## config.mk

```make
export PLATFORM = sky130hd
export DESIGN_NAME = telemetry_frame_receiver_top_flat
export DESIGN_NICKNAME = d
export VERILOG_FILES = /design/src/design/tfr_pkg.sv /design/src/design/tfr_in_if.sv /design/src/design/tfr_out_if.sv /design/src/design/telemetry_frame_receiver_top.sv /design/src/design/tfr_cfg.sv /design/src/design/tfr_decode.sv /design/src/design/tfr_engine.sv /design/src/flat_wrapper.sv
export SDC_FILE = /design/constraint.sdc
export NUM_CORES = 1
export LEC_CHECK = 0
export BUFFER_PORTS_ARGS = -buffer_cell sky130_fd_sc_hd__buf_2
export CAP_MARGIN = 5
export CORE_MARGIN = 2
export CORE_UTILIZATION = 45
export CTS_BUF_LIST = sky130_fd_sc_hd__clkbuf_16
export DETAILED_ROUTE_END_ITERATION = 6
export HOLD_SLACK_MARGIN = 0.02
export PLACE_DENSITY = 0.68
export SLEW_MARGIN = 10
export SYNTH_ARGS = -nofsm -noshare
export SYNTH_HDL_FRONTEND = slang
export SYNTH_HIERARCHICAL = 1
export SYNTH_SLANG_ARGS = --single-unit
```

## constraint.sdc

```tcl
create_clock -name clk -period 9.8 [get_ports clk]
set_input_delay 1.47 -clock clk [delete_from_list [all_inputs] [get_ports clk]]
set_output_delay 1.47 -clock clk [all_outputs]
set_load 0.005 [all_outputs]
```

## src/design/tfr_pkg.sv

```systemverilog
// Package: constants, types and decode functions of the telemetry frame receiver.
`timescale 1ns / 1ps

package tfr_pkg;

    localparam int BUFFER_DEPTH = 64;
    localparam int FILL_W       = $clog2(BUFFER_DEPTH);
    localparam int STORE_BYTES  = 14;
    localparam int IDLE_W       = 17;
    localparam int TIMEOUT_W    = 16;
    localparam int ADDR_W       = 2;
    localparam int DATA_W       = 32;

    localparam logic [IDLE_W-1:0]    IDLE_MAX      = {IDLE_W{1'b1}};
    localparam logic [TIMEOUT_W-1:0] TIMEOUT_RESET = 16'd2000;
    localparam logic [FILL_W:0]      FILL_LIMIT    = (FILL_W + 1)'(BUFFER_DEPTH);

    localparam logic [ADDR_W-1:0] ADDR_TIMEOUT = 2'd0;

    localparam logic [7:0] START_BYTE     = 8'h53;
    localparam logic [7:0] END_BYTE       = 8'h45;
    localparam logic [7:0] TYPE_HEARTBEAT = 8'h48;
    localparam logic [7:0] TYPE_FIRST     = 8'h02;
    localparam logic [7:0] TYPE_LAST      = 8'h0A;
    localparam logic [7:0] CAU_MOTOR_MAX  = 8'h80;
    localparam logic [7:0] CAU_TORQUE_MAX = 8'h81;
    localparam logic [7:0] CAU_LINK_LOST  = 8'h83;
    localparam logic [7:0] CAU_ANGLE_KILL = 8'h84;

    localparam logic [1:0] EV_FRAME   = 2'd0;
    localparam logic [1:0] EV_TIMEOUT = 2'd1;
    localparam logic [1:0] EV_FULL    = 2'd2;

    localparam logic [3:0] KIND_HEARTBEAT = 4'd0;
    localparam logic [3:0] KIND_CAUTION   = 4'd7;
    localparam logic [3:0] KIND_UNMATCHED = 4'd10;

    localparam logic [2:0] CLASS_MOTOR_MAX  = 3'd0;
    localparam logic [2:0] CLASS_TORQUE_MAX = 3'd1;
    localparam logic [2:0] CLASS_LINK_LOST  = 3'd2;
    localparam logic [2:0] CLASS_ANGLE_KILL = 3'd3;
    localparam logic [2:0] CLASS_UNKNOWN    = 3'd4;

    typedef logic [STORE_BYTES-1:0][7:0] frame_store_t;

    typedef struct packed {
        logic [1:0]  event_res;
        logic [3:0]  msg_kind;
        logic [7:0]  type_byte;
        logic [2:0]  caution_class;
        logic [31:0] word_a;
        logic [31:0] word_b;
        logic [31:0] word_c;
    } result_t;

    function automatic logic [3:0] kind_of(input logic [7:0] t);
        logic [7:0] d;
        d = t - 8'd1;
        if (t == TYPE_HEARTBEAT)
            return KIND_HEARTBEAT;
        if (t >= TYPE_FIRST && t <= TYPE_LAST)
            return d[3:0];
        return KIND_UNMATCHED;
    endfunction

    function automatic logic [2:0] caution_of(input logic [7:0] c);
        logic [2:0] r;
        case (c)
            CAU_MOTOR_MAX:  r = CLASS_MOTOR_MAX;
            CAU_TORQUE_MAX: r = CLASS_TORQUE_MAX;
            CAU_LINK_LOST:  r = CLASS_LINK_LOST;
            CAU_ANGLE_KILL: r = CLASS_ANGLE_KILL;
            default:        r = CLASS_UNKNOWN;
        endcase
        return r;
    endfunction

endpackage

```

## src/design/tfr_in_if.sv

```systemverilog
// Interface: input channel carrying link bytes and millisecond ticks.
`timescale 1ns / 1ps

interface tfr_in_if;
    logic       valid;
    logic       ready;
    logic       command;
    logic [7:0] rx_byte;

    modport source (output valid, output command, output rx_byte, input ready);
    modport sink   (input valid, input command, input rx_byte, output ready);
endinterface

```

## src/design/tfr_out_if.sv

```systemverilog
// Interface: output channel carrying decoded frames and drop warnings.
`timescale 1ns / 1ps

interface tfr_out_if;
    logic        valid;
    logic        ready;
    logic [1:0]  event_res;
    logic [3:0]  msg_kind;
    logic [7:0]  type_byte;
    logic [2:0]  caution_class;
    logic [31:0] word_a;
    logic [31:0] word_b;
    logic [31:0] word_c;

    modport source (output valid, output event_res, output msg_kind, output type_byte,
                    output caution_class, output word_a, output word_b, output word_c,
                    input ready);
    modport sink   (input valid, input event_res, input msg_kind, input type_byte,
                    input caution_class, input word_a, input word_b, input word_c,
                    output ready);
endinterface

```

## src/design/telemetry_frame_receiver_top.sv

```systemverilog
// Top level: telemetry frame receiver with APB timeout register.
// Input register holds each accepted transaction; the result register holds its outcome.
// Throughput: one byte or tick per cycle, set by the single input register feeding the
// framing logic and the result register; ready drops only while a result is held.
// Reset: rst_n clears the frame state, the byte store and both valid flags at once;
// the timeout register returns to 2000 ticks. No clearing pass follows reset.
`timescale 1ns / 1ps

module telemetry_frame_receiver_top
(
    input  logic                       clk,
    input  logic                       rst_n,
    input  logic                       psel,
    input  logic                       penable,
    input  logic                       pwrite,
    input  logic [tfr_pkg::ADDR_W-1:0] paddr,
    input  logic [tfr_pkg::DATA_W-1:0] pwdata,
    output logic [tfr_pkg::DATA_W-1:0] prdata,
    output logic                       pready,
    tfr_in_if.sink                     in_ch,
    tfr_out_if.source                  out_ch
);

    logic [tfr_pkg::TIMEOUT_W-1:0] timeout_ticks;

    tfr_cfg u_cfg
    (
        .clk           (clk),
        .rst_n         (rst_n),
        .psel          (psel),
        .penable       (penable),
        .pwrite        (pwrite),
        .paddr         (paddr),
        .pwdata        (pwdata),
        .prdata        (prdata),
        .pready        (pready),
        .timeout_ticks (timeout_ticks)
    );

    tfr_engine u_engine
    (
        .clk           (clk),
        .rst_n         (rst_n),
        .timeout_ticks (timeout_ticks),
        .in_ch         (in_ch),
        .out_ch        (out_ch)
    );

`ifndef SYNTHESIS
    a_drop_payload_zero: assert property (@(posedge clk) disable iff (!rst_n)
        out_ch.valid && out_ch.event_res != tfr_pkg::EV_FRAME |->
            out_ch.msg_kind == '0 && out_ch.type_byte == '0 &&
            out_ch.caution_class == '0 && out_ch.word_a == '0 &&
            out_ch.word_b == '0 && out_ch.word_c == '0)
        else $error("drop event carries nonzero payload");

    a_caution_only_on_caution: assert property (@(posedge clk) disable iff (!rst_n)
        out_ch.valid && out_ch.event_res == tfr_pkg::EV_FRAME &&
            out_ch.caution_class != tfr_pkg::CLASS_UNKNOWN |->
            out_ch.msg_kind == tfr_pkg::KIND_CAUTION)
        else $error("caution class set on a non-caution frame");

    a_kind_range: assert property (@(posedge clk) disable iff (!rst_n)
        out_ch.valid && out_ch.event_res == tfr_pkg::EV_FRAME |->
            out_ch.msg_kind <= tfr_pkg::KIND_UNMATCHED)
        else $error("message kind out of range");

    a_timeout_write: assert property (@(posedge clk) disable iff (!rst_n)
        psel && penable && pwrite && paddr == tfr_pkg::ADDR_TIMEOUT |=>
            timeout_ticks == $past(pwdata[tfr_pkg::TIMEOUT_W-1:0]))
        else $error("timeout register did not take the written value");
`endif

endmodule

```

## src/design/tfr_cfg.sv

```systemverilog
// APB register block holding the idle timeout.
`timescale 1ns / 1ps

module tfr_cfg
(
    input  logic                          clk,
    input  logic                          rst_n,
    input  logic                          psel,
    input  logic                          penable,
    input  logic                          pwrite,
    input  logic [tfr_pkg::ADDR_W-1:0]    paddr,
    input  logic [tfr_pkg::DATA_W-1:0]    pwdata,
    output logic [tfr_pkg::DATA_W-1:0]    prdata,
    output logic                          pready,
    output logic [tfr_pkg::TIMEOUT_W-1:0] timeout_ticks
);

    logic [tfr_pkg::TIMEOUT_W-1:0] timeout_reg;
    logic                          wr_en;

    assign pready = 1'b1;
    assign wr_en  = psel && penable && pwrite && pready && (paddr == tfr_pkg::ADDR_TIMEOUT);

    always_ff @(posedge clk or negedge rst_n)
    begin
        if (!rst_n)
        begin
            timeout_reg <= tfr_pkg::TIMEOUT_RESET;
        end
        else if (wr_en)
        begin
            timeout_reg <= pwdata[tfr_pkg::TIMEOUT_W-1:0];
        end
    end

    always_comb
    begin
        prdata = '0;
        if (paddr == tfr_pkg::ADDR_TIMEOUT)
        begin
            prdata[tfr_pkg::TIMEOUT_W-1:0] = timeout_reg;
        end
    end

    assign timeout_ticks = timeout_reg;

endmodule

```

## src/design/tfr_decode.sv

```systemverilog
// Frame decoder: type byte to message kind, caution class and payload words.
`timescale 1ns / 1ps

module tfr_decode
(
    input  tfr_pkg::frame_store_t store,
    output tfr_pkg::result_t      frame
);

    logic [3:0] kind;

    assign kind = tfr_pkg::kind_of(store[1]);

    always_comb
    begin
        frame.event_res     = tfr_pkg::EV_FRAME;
        frame.msg_kind      = kind;
        frame.type_byte     = store[1];
        frame.caution_class = (kind == tfr_pkg::KIND_CAUTION) ?
                              tfr_pkg::caution_of(store[2]) : tfr_pkg::CLASS_UNKNOWN;
        frame.word_a        = {store[5], store[4], store[3], store[2]};
        frame.word_b        = {store[9], store[8], store[7], store[6]};
        frame.word_c        = {store[13], store[12], store[11], store[10]};
    end

endmodule

```

## src/design/tfr_engine.sv

```systemverilog
// Frame engine: input register, framing state, byte store and result register.
`timescale 1ns / 1ps

module tfr_engine
(
    input  logic                          clk,
    input  logic                          rst_n,
    input  logic [tfr_pkg::TIMEOUT_W-1:0] timeout_ticks,
    tfr_in_if.sink                        in_ch,
    tfr_out_if.source                     out_ch
);

    logic                          in_vld_reg;
    logic                          cmd_reg;
    logic [7:0]                    byte_reg;
    logic [tfr_pkg::FILL_W-1:0]    fill_reg;
    logic [tfr_pkg::FILL_W-1:0]    fill_next;
    logic [tfr_pkg::IDLE_W-1:0]    idle_reg;
    logic [tfr_pkg::IDLE_W-1:0]    idle_next;
    tfr_pkg::frame_store_t         store_reg;
    tfr_pkg::frame_store_t         store_next;
    logic                          out_vld_reg;
    logic                          out_vld_next;
    tfr_pkg::result_t              res_reg;
    tfr_pkg::result_t              res_next;
    tfr_pkg::result_t              frame;

    logic                          in_acc;
    logic                          advance;
    logic                          active;
    logic                          take_byte;
    logic                          is_end;
    logic [tfr_pkg::FILL_W:0]      fill_inc;
    logic [tfr_pkg::IDLE_W-1:0]    idle_inc;
    logic                          emit_frame;
    logic                          emit_full;
    logic                          emit_timeout;
    logic                          emit;

    // Process the held transaction once the result register can take its outcome
    assign advance  = in_vld_reg && (!out_vld_reg || out_ch.ready);
    assign in_ch.ready = !in_vld_reg || advance;
    assign in_acc   = in_ch.valid && in_ch.ready;

    assign active    = (fill_reg != '0);
    assign take_byte = !cmd_reg && (active || byte_reg == tfr_pkg::START_BYTE);
    assign is_end    = (byte_reg == tfr_pkg::END_BYTE);
    assign fill_inc  = {1'b0, fill_reg} + 1'b1;
    assign idle_inc  = (idle_reg == tfr_pkg::IDLE_MAX) ? idle_reg : idle_reg + 1'b1;

    assign emit_frame   = take_byte && is_end;
    assign emit_full    = take_byte && !is_end && (fill_inc >= tfr_pkg::FILL_LIMIT);
    assign emit_timeout = cmd_reg && active &&
                          (idle_inc > {{(tfr_pkg::IDLE_W - tfr_pkg::TIMEOUT_W){1'b0}},
                                       timeout_ticks});
    assign emit = emit_frame || emit_full || emit_timeout;

    // Write the byte into the store ahead of decode, so a closing byte is seen
    always_comb
    begin
        store_next = store_reg;
        for (int i = 0; i < tfr_pkg::STORE_BYTES; i++)
        begin
            if (take_byte && fill_reg == tfr_pkg::FILL_W'(i))
            begin
                store_next[i] = byte_reg;
            end
        end
    end

    tfr_decode u_decode
    (
        .store (store_next),
        .frame (frame)
    );

    always_comb
    begin
        fill_next = fill_reg;
        idle_next = idle_reg;
        res_next  = '0;
        if (take_byte)
        begin
            idle_next = '0;
            if (emit_frame || emit_full)
            begin
                fill_next = '0;
            end
            else
            begin
                fill_next = fill_inc[tfr_pkg::FILL_W-1:0];
            end
        end
        else if (cmd_reg && active)
        begin
            if (emit_timeout)
            begin
                fill_next = '0;
                idle_next = '0;
            end
            else
            begin
                idle_next = idle_inc;
            end
        end

        if (emit_frame)
        begin
            res_next = frame;
        end
        else if (emit_full)
        begin
            res_next.event_res = tfr_pkg::EV_FULL;
        end
        else
        begin
            res_next.event_res = tfr_pkg::EV_TIMEOUT;
        end
    end

    always_comb
    begin
        if (advance)
        begin
            out_vld_next = emit;
        end
        else if (out_ch.ready)
        begin
            out_vld_next = 1'b0;
        end
        else
        begin
            out_vld_next = out_vld_reg;
        end
    end

    always_ff @(posedge clk or negedge rst_n)
    begin
        if (!rst_n)
        begin
            in_vld_reg  <= 1'b0;
            out_vld_reg <= 1'b0;
            fill_reg    <= '0;
            idle_reg    <= '0;
            store_reg   <= '0;
        end
        else
        begin
            out_vld_reg <= out_vld_next;
            if (in_acc)
            begin
                in_vld_reg <= 1'b1;
            end
            else if (advance)
            begin
                in_vld_reg <= 1'b0;
            end
            if (advance)
            begin
                fill_reg  <= fill_next;
                idle_reg  <= idle_next;
                store_reg <= store_next;
            end
        end
    end

    always_ff @(posedge clk)
    begin
        if (in_acc)
        begin
            cmd_reg  <= in_ch.command;
            byte_reg <= in_ch.rx_byte;
        end
        if (advance && emit)
        begin
            res_reg <= res_next;
        end
    end

    assign out_ch.valid         = out_vld_reg;
    assign out_ch.event_res     = res_reg.event_res;
    assign out_ch.msg_kind      = res_reg.msg_kind;
    assign out_ch.type_byte     = res_reg.type_byte;
    assign out_ch.caution_class = res_reg.caution_class;
    assign out_ch.word_a        = res_reg.word_a;
    assign out_ch.word_b        = res_reg.word_b;
    assign out_ch.word_c        = res_reg.word_c;

endmodule
```

## src/flat_wrapper.sv

```systemverilog
// flat-port wrapper written by rule: the top's interface ports become plain ports
module telemetry_frame_receiver_top_flat 
  (clk, rst_n, psel, penable, pwrite, paddr, pwdata, prdata, pready, in_ch_valid, in_ch_command, in_ch_rx_byte, in_ch_ready, out_ch_valid, out_ch_event_res, out_ch_msg_kind, out_ch_type_byte, out_ch_caution_class, out_ch_word_a, out_ch_word_b, out_ch_word_c, out_ch_ready);
  tfr_in_if in_ch_i ();
  tfr_out_if out_ch_i ();
  input  logic clk;
  input  logic rst_n;
  input  logic psel;
  input  logic penable;
  input  logic pwrite;
  input  logic [tfr_pkg::ADDR_W-1:0] paddr;
  input  logic [tfr_pkg::DATA_W-1:0] pwdata;
  output logic [tfr_pkg::DATA_W-1:0] prdata;
  output logic pready;
  input wire logic [$bits(in_ch_i.valid)-1:0] in_ch_valid;
  input wire logic [$bits(in_ch_i.command)-1:0] in_ch_command;
  input wire logic [$bits(in_ch_i.rx_byte)-1:0] in_ch_rx_byte;
  output wire logic [$bits(in_ch_i.ready)-1:0] in_ch_ready;
  output wire logic [$bits(out_ch_i.valid)-1:0] out_ch_valid;
  output wire logic [$bits(out_ch_i.event_res)-1:0] out_ch_event_res;
  output wire logic [$bits(out_ch_i.msg_kind)-1:0] out_ch_msg_kind;
  output wire logic [$bits(out_ch_i.type_byte)-1:0] out_ch_type_byte;
  output wire logic [$bits(out_ch_i.caution_class)-1:0] out_ch_caution_class;
  output wire logic [$bits(out_ch_i.word_a)-1:0] out_ch_word_a;
  output wire logic [$bits(out_ch_i.word_b)-1:0] out_ch_word_b;
  output wire logic [$bits(out_ch_i.word_c)-1:0] out_ch_word_c;
  input wire logic [$bits(out_ch_i.ready)-1:0] out_ch_ready;
  assign in_ch_i.valid = in_ch_valid;
  assign in_ch_i.command = in_ch_command;
  assign in_ch_i.rx_byte = in_ch_rx_byte;
  assign in_ch_ready = in_ch_i.ready;
  assign out_ch_valid = out_ch_i.valid;
  assign out_ch_event_res = out_ch_i.event_res;
  assign out_ch_msg_kind = out_ch_i.msg_kind;
  assign out_ch_type_byte = out_ch_i.type_byte;
  assign out_ch_caution_class = out_ch_i.caution_class;
  assign out_ch_word_a = out_ch_i.word_a;
  assign out_ch_word_b = out_ch_i.word_b;
  assign out_ch_word_c = out_ch_i.word_c;
  assign out_ch_i.ready = out_ch_ready;
  telemetry_frame_receiver_top u_core (.clk(clk), .rst_n(rst_n), .psel(psel), .penable(penable), .pwrite(pwrite), .paddr(paddr), .pwdata(pwdata), .prdata(prdata), .pready(pready), .in_ch(in_ch_i), .out_ch(out_ch_i));
endmodule
```

---- Word level (Yosys, flattened, before mapping) ----
Index checks and enable logic that the tools add are counted.
storage, ports and cells
  bits of input ports ..................... 50
  output and inout bits ................... 148
  register bits ........................... 267
  logic and storage cells ................. 137
cells by class
  reductions and logical operators ........ 44
  mux-type cells .......................... 36
  eq/ne operators ......................... 22
  add/subtract/negate cells ............... 3
  $lt $le $gt $ge ......................... 4
operators with widths
  operator               number
  $mux 8                 13
  $mux 17                4
  $eq 6x4->1 const B     6
  $eq 8x8->1 const B     4
  $logic_and 1x1->1      26
  $eq 6x3->1 const B     4
  $eq 8x7->1 const B     3
  $mux 6                 4
  $add 17x1->17 const B  1
  $eq 17x17->1 const B   1
  $gt 17x16->1           1
  $mux 16                1
  $mux 4                 4
  $eq 6x2->1 const B     2
  $pmux 3 s4             1
  $ge 8x2->1 const B     1
  $le 8x4->1 const B     1
  $reduce_bool 2->1      4
  $add 6x1->7 const B    1
  $ge 7x7->1 const B     1
  $mux 1                 7
  $eq 6x1->1 const B     1
  $reduce_bool 6->1      1
  $logic_or 1x1->1       5
  8 further kinds        12

---- Longest topological paths before layout ----
  depth after elaboration ................. 13
  gate-level depth with buffers ........... 17

---- Hierarchy ----
The synthesis kept the hierarchy.
modules (own cells, without submodules)
  module      area an instance (um2)  times used  cells each
  tfr_engine  12125.4                 1           913
  tfr_decode  1028.5                  1           139
  tfr_cfg     918.4                   1           72

---- Worst setup path after synthesis ----
OpenSTA, ideal clock, no wires.
  path type ............................... register to register
  start ................................... register u_core/u_engine/idle_reg[0] (netlist name)
  end ..................................... register u_core.u_engine.res_reg (netlist bit u_core/u_engine/out_ch.caution_class[0]) (enable)
  period minus slack after synthesis ...... 8.140 ns
  setup slack ............................. 1.660 ns
  arrival ................................. 7.553 ns
  path buffers ............................ 1
  cell stages (with the launch flop) ...... 16
  library setup time ...................... 0.587 ns
  cells stage by stage .................... dfrtp_1 -> ha_1 -> nand3_1 -> nor4_4 -> nand2_1 -> buf_2 -> nand3_1 -> nor3_1 -> xor2_1 -> ha_1 -> nand4_1 -> nor4_2 -> o21ai_0 -> nand3b_1 -> a41oi_1 -> nor2_1
on the way
  longest elaborated chain between the ends .. 6
ends and longest elaborated chain
  item                                                  RTL line           source
  start: declaration                                    tfr_engine.sv:18   logic [tfr_pkg::IDLE_W-1:0] idle_reg;
  start signal: assignment                              tfr_engine.sv:161  idle_reg <= idle_next;
  $add 17x1->17 / $eq 17x17->1 (equally long branches)  tfr_engine.sv:49   assign idle_inc = (idle_reg == tfr_pkg::IDLE_MAX) ? idle_reg : idle_reg + 1'b1;
  $mux 17 (*)                                           tfr_engine.sv:49
  $gt 17x16->1 (*)                                      tfr_engine.sv:54   (idle_inc > {{(tfr_pkg::IDLE_W - tfr_pkg::TIMEOUT_W){1'b0}},
  $logic_and 1x1->1 (*)                                 tfr_engine.sv:53   assign emit_timeout = cmd_reg && active &&
  $logic_or 1x1->1 (*)                                  tfr_engine.sv:56   assign emit = emit_frame || emit_full || emit_timeout;
  $logic_and 1x1->1 (*)                                 tfr_engine.sv:174  if (advance && emit)
  end signal: assignment                                tfr_engine.sv:176  res_reg <= res_next;
  end: declaration                                      tfr_engine.sv:24   tfr_pkg::result_t res_reg;
Every way passes the cells marked *; elsewhere a longest branch is shown, timed or not.
A chain may end at the register's enable or synchronous reset.

---- Final worst setup path ----
  start ................................... register u_core/u_engine/idle_reg[0] (netlist name)
  end ..................................... register u_core.u_engine.res_reg (netlist bit u_core/u_engine/out_ch.word_b[17]) (enable)
The elaborated chain is that of the path after synthesis.

==> flow_summary.yaml <==
timing:
  post-route-period-util: 0.607
  hold_violations: 0
  timing.hold.ws_ns: 0.482
  drv_slew: 0
  tightest_slew_ns: 1.17
  max_freq_mhz: 168
  slew_headroom: 0.221
  setup_viol: 0
  finalSetupTns_ns: 0
  skew_ns: 0.0138
  rsz0062_at_grt: "no"
  period_needed_ns: 5.95
logic_synthesis:
  netlist_area_um2: 13800
  syn_inst: 1098
  synth_area_per_cell_um2: 12.5
  yosysWarnings: 6
route:
  wl_per_cell_um: 17.5
  wirelength_um: 27200
  via_per_inst: 5.06
  drtAntennaViolNets: 0
  route.detailed.drc: 0
  vias: 7900
  dr.pass1.iters: 4
  drtIter0Drc: 547
final_layout:
  most-common-layout-cells: "mux2_2, buf_2, dfrtp_1"
  area.growth.synth_to_final_pct: 9.31
  diodes: 0
  largest_reg_flops: 104
  final_common_cell: "mux2_2"
  multiInputGateArea_um2: 5260
  n_fill_cell: 2683
  layout-drive-gt1-share: 0.395
  seqCellArea_um2: 7300
  fin_nets: 1215
clock_tree:
  clk-insertion-delay-late_ns: 0.56
  clk_pin_slew_worst_paths_ns: 0.06
  post_cts_resize_count: 0
  numCtsBuffers: 29
  cts.path.max_buffers: 3
  cts_tree: "done"
  hold_buffers: 0
  post_cts_buffers: 0
  numClockSinks: 267
  cts_root_buffer: "clkbuf_16"
  cts_max_level: 1
grt:
  grt_pass1_vias: 7783
  grt_use_met2: 0.273
  use_met1: 0.246
  antenna_found_initial: 0
  gr-total-overflow: 0
  grt_max_degree: 84
  grt.total_usage: 0.171
  grt_pass1_wl_um: 42800
  grt-busiest-layer: "met2"
  use_met3: 0.0257
power_and_ir_drop:
  p_leak_nw: 6.84
  p_seq_frac: 0.451
  p_sw_w: 0.000894
  pwr-share-clk: 0.329
  power_frac_comb: 0.219
  switching_share: 0.264
  ir_drop_mv: 0.141
  powerDensity_nw_per_um2: 225
  p_int_w: 0.00249
floorplanning:
  fp.dieH_um: 179
  die_w_um: 179
  num_rows: 64
  fp.coreArea_um2: 30300
  die-area_um2: 32000
  io_pins: 198
  start_util: 0.453
critical_path:
  worstPathCellList: "ha_1, nand3_1, nor4_4, nand2_1, nand3_1, nor3_1, xor2_1, ha_1, nand4_1, nor4_2, o21ai_0, nand3b_1, a41oi_1, nor2_4, buf_4"
  critPathArrivalTime_ns: 6.12
  crit_path_end_kind: "register"
  crit_path_start_kind: "register"
  cp_max_fo: 78
  cp_slowest_cell: "nor2_4"
  slowest_delay_ns: 0.97
  crit_type: "reg2reg"
  crit_required_ns: 9.97
place:
  io_buffers: 164
  place_hpwl_um: 17300
  gp_congestion: 0.808
run_status:
  status: "finished clean"
run:
  drv_cap: 0
worst_hold_path:
  hp-class: "reg2reg"
cell type report:
| type | count | share of cell area |
|---|---|---|
| Clock buffer | 29 | 0.0482 |
| Clock inverter | 25 | 0.0172 |
| Inverter | 23 | 0.00574 |
| Multi-Input combinational cell | 644 | 0.350 |
| Sequential cell | 267 | 0.485 |
| Tap cell | 396 | 0.0329 |
| Timing Repair Buffer | 176 | 0.0610 |
critical path: cells and delay by family (launching register included):
family          cells  cell delay (ns)
buf+inv             1             0.92
simple gates        9             3.04
flops               1             0.43
compound gates      2             0.44
xor+xnor            1             0.15
fa+ha+maj           2             0.52
stage by stage:
stage	utilization	worst slack, ns	total power [W]	cell area [µm²]	instances
after floorplan	-	1.66	0.00239	13800	1114
after detailed placement	0.463	3.84	0.00229	14100	1506
after global placement	0.463	3.99	0.00226	14100	1506
final	0.496	3.85	0.00339	15000	1560
after CTS	0.496	3.82	0.00343	15000	1560
after global routing	0.496	3.44	0.00358	15000	1560
final timing paths:
kind                                                endpoint  cells past startpoint                            from  slack (ns)
setup / recovery           u_core/u_engine/out_ch.word_b[17]                     15     u_core/u_engine/idle_reg[0]        3.85
hold / removal                u_core/u_engine/store_reg[106]                      1  u_core/u_engine/store_reg[106]        0.48
setup reg to reg           u_core/u_engine/out_ch.word_b[17]                     15     u_core/u_engine/idle_reg[0]        3.85
hold reg to reg               u_core/u_engine/store_reg[106]                      1  u_core/u_engine/store_reg[106]        0.48
max in group asynchronous      u_core/u_engine/store_reg[19]                      2                           rst_n        7.39
min in group asynchronous      u_core/u_cfg/timeout_ticks[3]                      1                           rst_n        0.95
metal layers:
layer | up-vias | wire length, µm
met4 | 0 | 368
met2 | 152 | 12600
li1 | 3792 | -
met5 | - | 0
met3 | 26 | 1250
met1 | 3930 | 13100
power groups by stage:
stage	combinational, W	clock [W]	sequential (W)
global placement	0.000725	0	0.00153
finish	0.000743	0.00112	0.00153
floorplan	0.000894	0	0.00150
detailed placement	0.000743	0	0.00155
CTS	0.000749	0.00115	0.00153
global route	0.000825	0.00119	0.00156
No activity file was read; power rests on OpenSTA's default activity.
